### src/hw/rtl/rsa64_pkg.sv
`timescale 1ns / 1ps

package rsa64_pkg;

   localparam int KEY_BITS_DEFAULT = 64;
   localparam int DATA_WIDTH       = 64;
   localparam int CSR_INDEX_WIDTH  = 2;

   localparam logic [CSR_INDEX_WIDTH-1:0] CSR_MODULUS          = 2'd0;
   localparam logic [CSR_INDEX_WIDTH-1:0] CSR_PUBLIC_EXPONENT  = 2'd1;
   localparam logic [CSR_INDEX_WIDTH-1:0] CSR_PRIVATE_EXPONENT = 2'd2;

   localparam logic CMD_ENCRYPT = 1'b0;
   localparam logic CMD_DECRYPT = 1'b1;

   localparam logic [7:0] PAD_MARK = 8'h02;

   typedef enum logic [2:0] {
      ST_IDLE,
      ST_REDUCE,
      ST_SQUARE,
      ST_MULT,
      ST_DONE
   } state_type;

   typedef struct packed {
      logic start;
      logic busy;
   } mm_ctrl_type;

endpackage

### src/hw/rtl/rsa64_if.sv
`timescale 1ns / 1ps

interface rsa64_req_if;
   logic        valid;
   logic        ready;
   logic        command;
   logic [7:0]  message_byte;
   logic [31:0] pad_random;
   logic [63:0] cipher_in;
   modport source (output valid, command, message_byte, pad_random, cipher_in, input ready);
   modport sink   (input valid, command, message_byte, pad_random, cipher_in, output ready);
endinterface

interface rsa64_rsp_if;
   logic        valid;
   logic        ready;
   logic [63:0] cipher_out;
   logic [7:0]  plain_byte;
   logic        modulus_error;
   modport source (output valid, cipher_out, plain_byte, modulus_error, input ready);
   modport sink   (input valid, cipher_out, plain_byte, modulus_error, output ready);
endinterface

interface rsa64_csr_if;
   logic        valid;
   logic        ready;
   logic [1:0]  index;
   logic [63:0] data;
   modport source (output valid, index, data, input ready);
   modport sink   (input valid, index, data, output ready);
endinterface

### src/hw/rtl/rsa64_byte_encrypt_decrypt.sv
`timescale 1ns / 1ps
// Work per beat: (KEY_BITS + 1 + set exponent bits) modular multiplies between the
// accepting edge and result valid.
// Each multiply has an issue step, a bit-serial pass over the 64 bits of b and a completion
// step; the first multiply reduces the base. A modulus below 2 answers in the cycle after the beat.
// Throughput: one beat at a time; the next beat is taken after the result has left.
// Reset clears the three key registers to zero and returns control to idle.
module rsa64_byte_encrypt_decrypt #(
   parameter int KEY_BITS = rsa64_pkg::KEY_BITS_DEFAULT
) (
   input logic         clock,
   input logic         reset,
   rsa64_req_if.sink   req,
   rsa64_rsp_if.source rsp,
   rsa64_csr_if.sink   csr
);
   // Key registers.
   logic [KEY_BITS-1:0] modulus_ff, pub_ff, priv_ff;

   // Control: busy while an item is in flight, rsp_valid holds the result.
   logic busy_ff, busy_in;
   logic out_valid_ff, out_valid_in;
   logic cmd_ff;
   logic [63:0] cipher_ff, cipher_in;
   logic [7:0]  plain_ff, plain_in;
   logic        err_ff, err_in;

   logic                go, done;
   logic [KEY_BITS-1:0] expo, value;
   logic [63:0]         word, base;
   logic                small_mod;

   assign csr.ready = 1'b1;

   always_ff @(posedge clock) begin
      if (reset) begin
         modulus_ff <= '0;
         pub_ff     <= '0;
         priv_ff    <= '0;
      end else if (csr.valid) begin
         case (csr.index)
            rsa64_pkg::CSR_MODULUS:          modulus_ff <= csr.data[KEY_BITS-1:0];
            rsa64_pkg::CSR_PUBLIC_EXPONENT:  pub_ff     <= csr.data[KEY_BITS-1:0];
            rsa64_pkg::CSR_PRIVATE_EXPONENT: priv_ff    <= csr.data[KEY_BITS-1:0];
            default: ;
         endcase
      end
   end

   // A beat is taken only when nothing is in flight and the output is free.
   assign req.ready = !busy_ff && !out_valid_ff;
   assign small_mod = (modulus_ff < KEY_BITS'(2));

   // Padded word: byte, pad at bit 16, marker at bit 48. It keeps its full width
   // and is reduced modulo the key-width modulus; a ciphertext is cut to the key width.
   assign word = {8'h00, rsa64_pkg::PAD_MARK, req.pad_random, 8'h00, req.message_byte};
   assign base = (req.command == rsa64_pkg::CMD_ENCRYPT) ? word
                                                         : 64'(req.cipher_in[KEY_BITS-1:0]);
   assign expo = (req.command == rsa64_pkg::CMD_ENCRYPT) ? pub_ff : priv_ff;
   assign go   = req.valid && req.ready && !small_mod;

   rsa64_seq #(.KEY_BITS(KEY_BITS)) u_seq (
      .clock(clock), .reset(reset), .go(go), .base(base), .expo(expo),
      .m(modulus_ff), .done(done), .value(value)
   );

   always_comb begin
      busy_in      = busy_ff;
      out_valid_in = out_valid_ff;
      cipher_in    = cipher_ff;
      plain_in     = plain_ff;
      err_in       = err_ff;
      if (out_valid_ff && rsp.ready) begin
         out_valid_in = 1'b0;
      end
      if (req.valid && req.ready) begin
         if (small_mod) begin
            // No exponentiation: flag the error straight away.
            out_valid_in = 1'b1;
            cipher_in    = '0;
            plain_in     = '0;
            err_in       = 1'b1;
         end else begin
            busy_in = 1'b1;
         end
      end
      if (done) begin
         busy_in      = 1'b0;
         out_valid_in = 1'b1;
         err_in       = 1'b0;
         if (cmd_ff == rsa64_pkg::CMD_ENCRYPT) begin
            cipher_in = 64'(value);
            plain_in  = '0;
         end else begin
            cipher_in = '0;
            plain_in  = value[7:0];
         end
      end
   end

   always_ff @(posedge clock) begin
      cipher_ff <= cipher_in;
      plain_ff  <= plain_in;
      err_ff    <= err_in;
      if (req.valid && req.ready) begin
         cmd_ff <= req.command;
      end
      if (reset) begin
         busy_ff      <= 1'b0;
         out_valid_ff <= 1'b0;
      end else begin
         busy_ff      <= busy_in;
         out_valid_ff <= out_valid_in;
      end
   end

   assign rsp.valid         = out_valid_ff;
   assign rsp.cipher_out    = cipher_ff;
   assign rsp.plain_byte    = plain_ff;
   assign rsp.modulus_error = err_ff;
endmodule

### src/hw/rtl/rsa64_modmul.sv
`timescale 1ns / 1ps

// Bit-serial modular multiplier: one bit of b per cycle, a < m assumed.
// The multiplier b is always a full data word, so the same unit also reduces
// a full-width base by taking a = 1.
module rsa64_modmul #(
   parameter int KEY_BITS = rsa64_pkg::KEY_BITS_DEFAULT
) (
   input  logic                              clock,
   input  logic                              reset,
   input  logic                              start,
   input  logic [KEY_BITS-1:0]               a,
   input  logic [rsa64_pkg::DATA_WIDTH-1:0]  b,
   input  logic [KEY_BITS-1:0]               m,
   output logic [KEY_BITS-1:0]               result,
   output rsa64_pkg::mm_ctrl_type            status
);
   localparam int DW = rsa64_pkg::DATA_WIDTH;
   localparam int CW = $clog2(DW);

   logic [KEY_BITS-1:0] acc_ff, acc_in;
   logic [DW-1:0]       b_ff, b_in;
   logic [CW-1:0]       cnt_ff, cnt_in;
   logic                busy_ff, busy_in;
   logic                start_ff;

   logic [KEY_BITS:0]   dbl, dbl_red, sum;
   logic [KEY_BITS-1:0] stage1;

   always_comb begin
      dbl     = {acc_ff, 1'b0};
      dbl_red = (dbl >= {1'b0, m}) ? dbl - {1'b0, m} : dbl;
      stage1  = dbl_red[KEY_BITS-1:0];
      sum     = {1'b0, stage1} + {1'b0, a};
      if (b_ff[DW-1] && (sum >= {1'b0, m})) begin
         sum = sum - {1'b0, m};
      end
      acc_in  = acc_ff;
      b_in    = b_ff;
      cnt_in  = cnt_ff;
      busy_in = busy_ff;
      if (start) begin
         acc_in  = '0;
         b_in    = b;
         cnt_in  = CW'(DW - 1);
         busy_in = 1'b1;
      end else if (busy_ff) begin
         acc_in = b_ff[DW-1] ? sum[KEY_BITS-1:0] : stage1;
         b_in   = b_ff << 1;
         cnt_in = cnt_ff - 1'b1;
         if (cnt_ff == '0) begin
            busy_in = 1'b0;
         end
      end
   end

   always_ff @(posedge clock) begin
      acc_ff <= acc_in;
      b_ff   <= b_in;
      cnt_ff <= cnt_in;
      if (reset) begin
         busy_ff  <= 1'b0;
         start_ff <= 1'b0;
      end else begin
         busy_ff  <= busy_in;
         start_ff <= start;
      end
   end

   assign result       = acc_ff;
   assign status.busy  = busy_ff;
   assign status.start = start_ff;
endmodule

### src/hw/rtl/rsa64_seq.sv
`timescale 1ns / 1ps

// Square-and-multiply sequencer around the shared modular multiplier.
module rsa64_seq #(
   parameter int KEY_BITS = rsa64_pkg::KEY_BITS_DEFAULT
) (
   input  logic                             clock,
   input  logic                             reset,
   input  logic                             go,
   input  logic [rsa64_pkg::DATA_WIDTH-1:0] base,
   input  logic [KEY_BITS-1:0]              expo,
   input  logic [KEY_BITS-1:0]              m,
   output logic                             done,
   output logic [KEY_BITS-1:0]              value
);
   localparam int DW = rsa64_pkg::DATA_WIDTH;
   localparam int CW = $clog2(KEY_BITS);

   rsa64_pkg::state_type state_ff, state_in;
   logic [KEY_BITS-1:0] r_ff, r_in;
   logic [DW-1:0]       b_ff, b_in;
   logic [KEY_BITS-1:0] e_ff, e_in;
   logic [CW-1:0]       bit_ff, bit_in;
   logic                issued_ff, issued_in;

   logic                mm_start;
   logic [KEY_BITS-1:0] mm_a, mm_res;
   logic [DW-1:0]       mm_b;
   rsa64_pkg::mm_ctrl_type mm_st;

   rsa64_modmul #(.KEY_BITS(KEY_BITS)) u_mm (
      .clock(clock), .reset(reset), .start(mm_start), .a(mm_a), .b(mm_b),
      .m(m), .result(mm_res), .status(mm_st)
   );

   logic mm_fin;
   assign mm_fin = issued_ff && !mm_st.busy && !mm_st.start;

   always_comb begin
      state_in  = state_ff;
      r_in      = r_ff;
      b_in      = b_ff;
      e_in      = e_ff;
      bit_in    = bit_ff;
      issued_in = issued_ff;
      mm_start  = 1'b0;
      mm_a      = r_ff;
      mm_b      = DW'(r_ff);
      done      = 1'b0;
      case (state_ff)
         rsa64_pkg::ST_IDLE: begin
            if (go) begin
               b_in      = base;
               e_in      = expo;
               r_in      = KEY_BITS'(1);
               bit_in    = CW'(KEY_BITS - 1);
               issued_in = 1'b0;
               state_in  = rsa64_pkg::ST_REDUCE;
            end
         end
         rsa64_pkg::ST_REDUCE: begin
            // base mod m as base*1 mod m is invalid for base >= m; reduce by
            // the multiplier with a = 1 and b = base instead.
            mm_a = KEY_BITS'(1);
            mm_b = b_ff;
            if (!issued_ff) begin
               mm_start  = 1'b1;
               issued_in = 1'b1;
            end else if (mm_fin) begin
               b_in      = DW'(mm_res);
               issued_in = 1'b0;
               state_in  = rsa64_pkg::ST_SQUARE;
            end
         end
         rsa64_pkg::ST_SQUARE: begin
            if (!issued_ff) begin
               mm_start  = 1'b1;
               issued_in = 1'b1;
            end else if (mm_fin) begin
               r_in      = mm_res;
               issued_in = 1'b0;
               if (e_ff[KEY_BITS-1]) begin
                  state_in = rsa64_pkg::ST_MULT;
               end else if (bit_ff == '0) begin
                  state_in = rsa64_pkg::ST_DONE;
               end else begin
                  bit_in = bit_ff - 1'b1;
                  e_in   = e_ff << 1;
               end
            end
         end
         rsa64_pkg::ST_MULT: begin
            mm_a = b_ff[KEY_BITS-1:0];
            mm_b = DW'(r_ff);
            if (!issued_ff) begin
               mm_start  = 1'b1;
               issued_in = 1'b1;
            end else if (mm_fin) begin
               r_in      = mm_res;
               issued_in = 1'b0;
               if (bit_ff == '0) begin
                  state_in = rsa64_pkg::ST_DONE;
               end else begin
                  bit_in   = bit_ff - 1'b1;
                  e_in     = e_ff << 1;
                  state_in = rsa64_pkg::ST_SQUARE;
               end
            end
         end
         rsa64_pkg::ST_DONE: begin
            done     = 1'b1;
            state_in = rsa64_pkg::ST_IDLE;
         end
         default: state_in = rsa64_pkg::ST_IDLE;
      endcase
   end

   always_ff @(posedge clock) begin
      r_ff   <= r_in;
      b_ff   <= b_in;
      e_ff   <= e_in;
      bit_ff <= bit_in;
      if (reset) begin
         state_ff  <= rsa64_pkg::ST_IDLE;
         issued_ff <= 1'b0;
      end else begin
         state_ff  <= state_in;
         issued_ff <= issued_in;
      end
   end

   assign value = r_ff;
endmodule
### src/flat_wrapper.sv
// flat-port wrapper written by rule: the top's interface ports become plain ports
module rsa64_byte_encrypt_decrypt_flat 
#(
   parameter int KEY_BITS = rsa64_pkg::KEY_BITS_DEFAULT
)
  (clock, reset, req_valid, req_command, req_message_byte, req_pad_random, req_cipher_in, req_ready, rsp_valid, rsp_cipher_out, rsp_plain_byte, rsp_modulus_error, rsp_ready, csr_valid, csr_index, csr_data, csr_ready);
  rsa64_req_if req_i ();
  rsa64_rsp_if rsp_i ();
  rsa64_csr_if csr_i ();
  input logic clock;
  input logic reset;
  input wire logic [$bits(req_i.valid)-1:0] req_valid;
  input wire logic [$bits(req_i.command)-1:0] req_command;
  input wire logic [$bits(req_i.message_byte)-1:0] req_message_byte;
  input wire logic [$bits(req_i.pad_random)-1:0] req_pad_random;
  input wire logic [$bits(req_i.cipher_in)-1:0] req_cipher_in;
  output wire logic [$bits(req_i.ready)-1:0] req_ready;
  output wire logic [$bits(rsp_i.valid)-1:0] rsp_valid;
  output wire logic [$bits(rsp_i.cipher_out)-1:0] rsp_cipher_out;
  output wire logic [$bits(rsp_i.plain_byte)-1:0] rsp_plain_byte;
  output wire logic [$bits(rsp_i.modulus_error)-1:0] rsp_modulus_error;
  input wire logic [$bits(rsp_i.ready)-1:0] rsp_ready;
  input wire logic [$bits(csr_i.valid)-1:0] csr_valid;
  input wire logic [$bits(csr_i.index)-1:0] csr_index;
  input wire logic [$bits(csr_i.data)-1:0] csr_data;
  output wire logic [$bits(csr_i.ready)-1:0] csr_ready;
  assign req_i.valid = req_valid;
  assign req_i.command = req_command;
  assign req_i.message_byte = req_message_byte;
  assign req_i.pad_random = req_pad_random;
  assign req_i.cipher_in = req_cipher_in;
  assign req_ready = req_i.ready;
  assign rsp_valid = rsp_i.valid;
  assign rsp_cipher_out = rsp_i.cipher_out;
  assign rsp_plain_byte = rsp_i.plain_byte;
  assign rsp_modulus_error = rsp_i.modulus_error;
  assign rsp_i.ready = rsp_ready;
  assign csr_i.valid = csr_valid;
  assign csr_i.index = csr_index;
  assign csr_i.data = csr_data;
  assign csr_ready = csr_i.ready;
  rsa64_byte_encrypt_decrypt #(.KEY_BITS(KEY_BITS)) u_core (.clock(clock), .reset(reset), .req(req_i), .rsp(rsp_i), .csr(csr_i));
endmodule
### config.mk
export PLATFORM = sky130hd
export DESIGN_NAME = rsa64_byte_encrypt_decrypt_flat
export DESIGN_NICKNAME = d
export VERILOG_FILES = /design/src/hw/rtl/rsa64_pkg.sv /design/src/hw/rtl/rsa64_if.sv /design/src/hw/rtl/rsa64_byte_encrypt_decrypt.sv /design/src/hw/rtl/rsa64_modmul.sv /design/src/hw/rtl/rsa64_seq.sv /design/src/flat_wrapper.sv
export SDC_FILE = /design/constraint.sdc
export NUM_CORES = 2
export LEC_CHECK = 0
export BUFFER_PORTS_ARGS = -buffer_cell sky130_fd_sc_hd__buf_2
export CORE_MARGIN = 2
export CORE_UTILIZATION = 45
export DETAILED_ROUTE_END_ITERATION = 6
export SYNTH_ARGS = -nofsm -noshare
export SYNTH_HDL_FRONTEND = slang
export SYNTH_HIERARCHICAL = 1
export SYNTH_SLANG_ARGS = --single-unit
### constraint.sdc
create_clock -name clock -period 10.4 [get_ports clock]
set_clock_uncertainty 0.2 [all_clocks]
set_input_delay 3.12 -clock clock [delete_from_list [all_inputs] [get_ports clock]]
set_output_delay 3.12 -clock clock [all_outputs]
set_load 0.005 [all_outputs]
==> summary.md <==
| Metric | Value |
|---|---|
| CTS clock-pin slew for the worst setup and hold paths | 0.06 ns |
| Mean cell area of the mapped netlist | 9.13 µm² |
| Via count | 34100 |
| Mux share of post-synthesis cell area | 9.35% |
| CTS root buffer | sky130_fd_sc_hd__clkbuf_16 |
| Number of instances on the worst hold path | 2 |
| Number of H-tree branching levels | 3 |
| Global-route congestion overflow total | 0 |
| Number of antenna violations at the first check in global routing | 4 |
| Post-route antenna net violation count | 0 |
| Area growth syn-to-layout | 14.1% |
| Area occupied by multi-input gates | 22300 µm² |
| Global-route wire length before repair | 199000 µm |
| Count of standard-cell rows | 108 |
| Setup WS post-layout | 0.359 ns |
| TritonCTS clock tree | yes |
| Synthesized-area fraction occupied by and/or/nand/nor cells | 15.8% |
| Drc violations | 0 |
| Worst Hold End | u_core/pub_ff[49] |
| Post-DP HPWL | 100000 µm |
| Sequential fraction of the synthesis area | 39.3% |
| Total CTS buffers | 70 |
| Worst EP arrival | 10.33 ns |
| Hold path start | u_core/pub_ff[49] |
| Combinational family with the most area after synthesis | compound AO/OA/AOI/OAI gates |
| Detailed-routing iteration count for the pre-antenna-repair pass | 6 |
| Number of enable flip-flop cells after synthesis | 335 |
| Required time at the endpoint of the critical path | 10.69 ns |
| Count of synthesis-stage warnings from yosys | 6 |
| Post-detailed-route via-to-cell ratio | 5.90 |
| Worst rel slew slack | 21.6% |
| Worst Setup Slack post-DPL | 0.479 ns |
| Final net count | 4946 |
| Portion of the clock cycle consumed by the worst path in the final layout | 96.5% |
| Adder and majority gate portion of the synthesized area | 6.37% |
| Type of the worst setup path | reg2reg |
| Post-cts gate resize count | 0 |
| Final count of pins violating max slew | 0 |
| Fraction of the mapped netlist area in compound gates | 20.5% |
| Number of violations reported at the end of detailed-routing iteration 0 | 3451 |
| Cell count after placement | 5653 |
| Cells after Synth | 4320 |
| Worst r2r path cells | 37 |
| Std-Cell Core Area | 86800 µm² |
| Max stage delay on crit path | 0.66 ns |
| DRT Wirelength | 133000 µm |
| Smallest hold slack | 0.250 ns |
| Setup repair after global routing missed its margin | false |
| Element type at the critical path end | flop |
| Setup Viol. Count Final | 0 |
| FFs w/ async S/R, synth | 0% |
| Ranking of synthesized cells by area | sky130_fd_sc_hd__edfxtp_1, sky130_fd_sc_hd__dfxtp_1, sky130_fd_sc_hd__mux2_2 |
| Max-cap violations | 0 |
| Post-Syn Area | 39400 µm² |
| Largest net degree at the start of global routing | 121 |
| Minimum setup slack among reg-to-reg paths | 0.36 ns |
| Net count after synthesis | 4695 |
| Routed length per instance | 23.0 µm |
| Gpl congestion | 1.02 |
| Final non-filler cell total | 5788 |
| Effective utilization at floorplan | 45.5% |
| Top cells by instance count after synthesis | sky130_fd_sc_hd__nand2_1, sky130_fd_sc_hd__a21oi_1, sky130_fd_sc_hd__edfxtp_1 |
| Worst-skew pair later-pin latency | 0.63 ns |
| XOR/XNOR share of the synthesized area | 4.24% |
| R2R Path End | u_core/u_seq/u_mm/result[4] |
| Top-level I/O count | 252 |
| TritonCTS sink count | 606 |
| Master of the slowest instance on the critical path | sky130_fd_sc_hd__nor4bb_1 |
| Maximum clock frequency | 99.6 MHz |
| Storage element area | 15500 µm² |
| Number of buffers inserted for hold repair after clock tree synthesis | 0 |
| Vertical extent of the die | 300 µm |
| Final critical path time including I/O delays and setup | 10.04 ns |
| Overall track demand over capacity in global routing | 28.8% |
| Maximum fanout count along the critical path | 19 |
| Tightest Pin Transition | 1.17 ns |
| Hold Vio Cnt, Final | 0 |
| Run status | complete, no violations |
| Number of synthesized register bits | 606 |
| Post-CTS repair timing setup buffer count | 0 |
| Number of buffers on the longest clock path | 3 |
| Cell taking the most area after synthesis | sky130_fd_sc_hd__edfxtp_1 |
| Die X | 300 µm |
| Synth cell types | 105 |
| Most repeated cell in the gate-level netlist after synthesis | sky130_fd_sc_hd__nand2_1 |
| Die area | 90000 µm² |
| Startpoint of the lowest-slack register-to-register path | u_core/modulus_ff[7] |
| Count of port buffers added during placement | 250 |
| FILL cells | 8201 |
| Fraction of layout cells with a size suffix above 1 | 19.9% |
| Hold/Removal Path Class | reg2reg |
| Most instantiated flip-flop cell in the synthesis netlist | sky130_fd_sc_hd__edfxtp_1 |
| Setup TNS | 0 ns |
| Category of the worst setup path launch point | flop |
| Vias in the first global route | 31800 |
| Portion of synthesized cell area occupied by the leading cell type | 25.5% |
## worst max-delay path by stage
stage | startpoint | slack (ns) | end | cells past startpoint
floorplan | req_valid | 1.61 | u_core/u_seq/b_ff[0] | 6
global placement | u_core/modulus_ff[7] | 0.63 | u_core/u_seq/u_mm/result[51] | 36
detailed placement | u_core/modulus_ff[1] | 0.48 | u_core/u_seq/u_mm/result[51] | 35
CTS | u_core/modulus_ff[1] | 0.40 | u_core/u_seq/u_mm/result[51] | 35
global route | u_core/modulus_ff[8] | 0.07 | u_core/u_seq/u_mm/result[4] | 37
finish | u_core/modulus_ff[7] | 0.36 | u_core/u_seq/u_mm/result[4] | 37
## sequential cells by signal, summed over array words and instances, names as in the netlist
name / flops
u_core/u_seq/u_mm/b_ff: 64
u_core/u_seq/u_mm/busy_ff: 1
u_core/u_seq/u_mm/result: 64
u_core/u_seq/u_mm/cnt_ff: 6
u_core/u_seq/value: 64
u_core/u_seq/state_ff: 3
u_core/rsp.modulus_error: 1
u_core/busy_ff: 1
u_core/pub_ff: 64
u_core/u_seq/e_ff: 64
u_core/rsp.cipher_out: 64
u_core/u_seq/bit_ff: 6
u_core/u_seq/b_ff: 64
u_core/priv_ff: 64
u_core/rsp.plain_byte: 8
u_core/cmd_ff: 1
u_core/u_seq/issued_ff: 1
u_core/rsp.valid: 1
u_core/u_seq/u_mm/start_ff: 1
u_core/modulus_ff: 64
## cell type report
type	count	share of cell area [%]
multi-input cells	3289	49.5
well taps	1155	3.21
repair buffers	458	6.36
inverters	146	1.22
flip-flops and latches	606	34.4
diodes	4	0.0222
clock inverters	36	0.931
clock buffers	94	4.39
## layer usage
layer / vias to the layer above / global-route usage, % / part of all wire, %
met5: - / 0 / 0
met4: 0 / 6.93 / 2.2
met3: 114 / 3.27 / 7.6
met2: 1397 / 41.5 / 42
met1: 16400 / 45.3 / 49
li1: 16200 / - / -
## worst max-delay path, delay by kind of cell (launching register included)
family,cells,cell delay (ns)
buffers and inverters,6,0.95
AND/OR/NAND/NOR,9,2.28
flip-flops,1,0.37
adder cells (fa/ha/maj),3,1.12
multiplexers,1,0.17
AO/OA/AOI/OAI,17,4.22
XOR/XNOR,1,0.55
## cells in the final DEF (no fill, tap or decap), drive strengths merged, types with 53 or more instances in the layout
cell type  netlist  final
clkbuf         197     94
o21ai          219    219
and2           167    167
o211ai          56     56
nand4           65     65
xnor2          111    111
inv            145    149
dfxtp          271    271
nand2          652    652
xor2            80     80
a21oi          481    481
a21o            85     85
nand2b          53     53
a22o           126    126
ha             196    196
nor2           153    153
mux2           307    307
buf             82    458
edfxtp         335    335
## through the flow
| stage | util [%] | instance area, µm² |
|---|---|---|
| finish | 51.9 | 45000 |
| global route | 51.9 | 45000 |
| CTS | 51.9 | 45000 |
| detailed placement | 49.1 | 42600 |
| global placement | 49.1 | 42600 |
| floorplan | - | 39400 |
## logic make-up (layout without fill, tap and decap cells)
kind of cell,Yosys count,after routing
AND/OR/NAND/NOR,1314,1314
AO/OA/AOI/OAI,1254,1254
flip-flops,606,606
buffers and inverters,425,734
multiplexers,330,330
adder cells (fa/ha/maj),199,199
XOR/XNOR,191,191
other,1,5
Power is not shown: default switching activity piles up to over one toggle a cycle in this logic, so the estimate is an artifact.
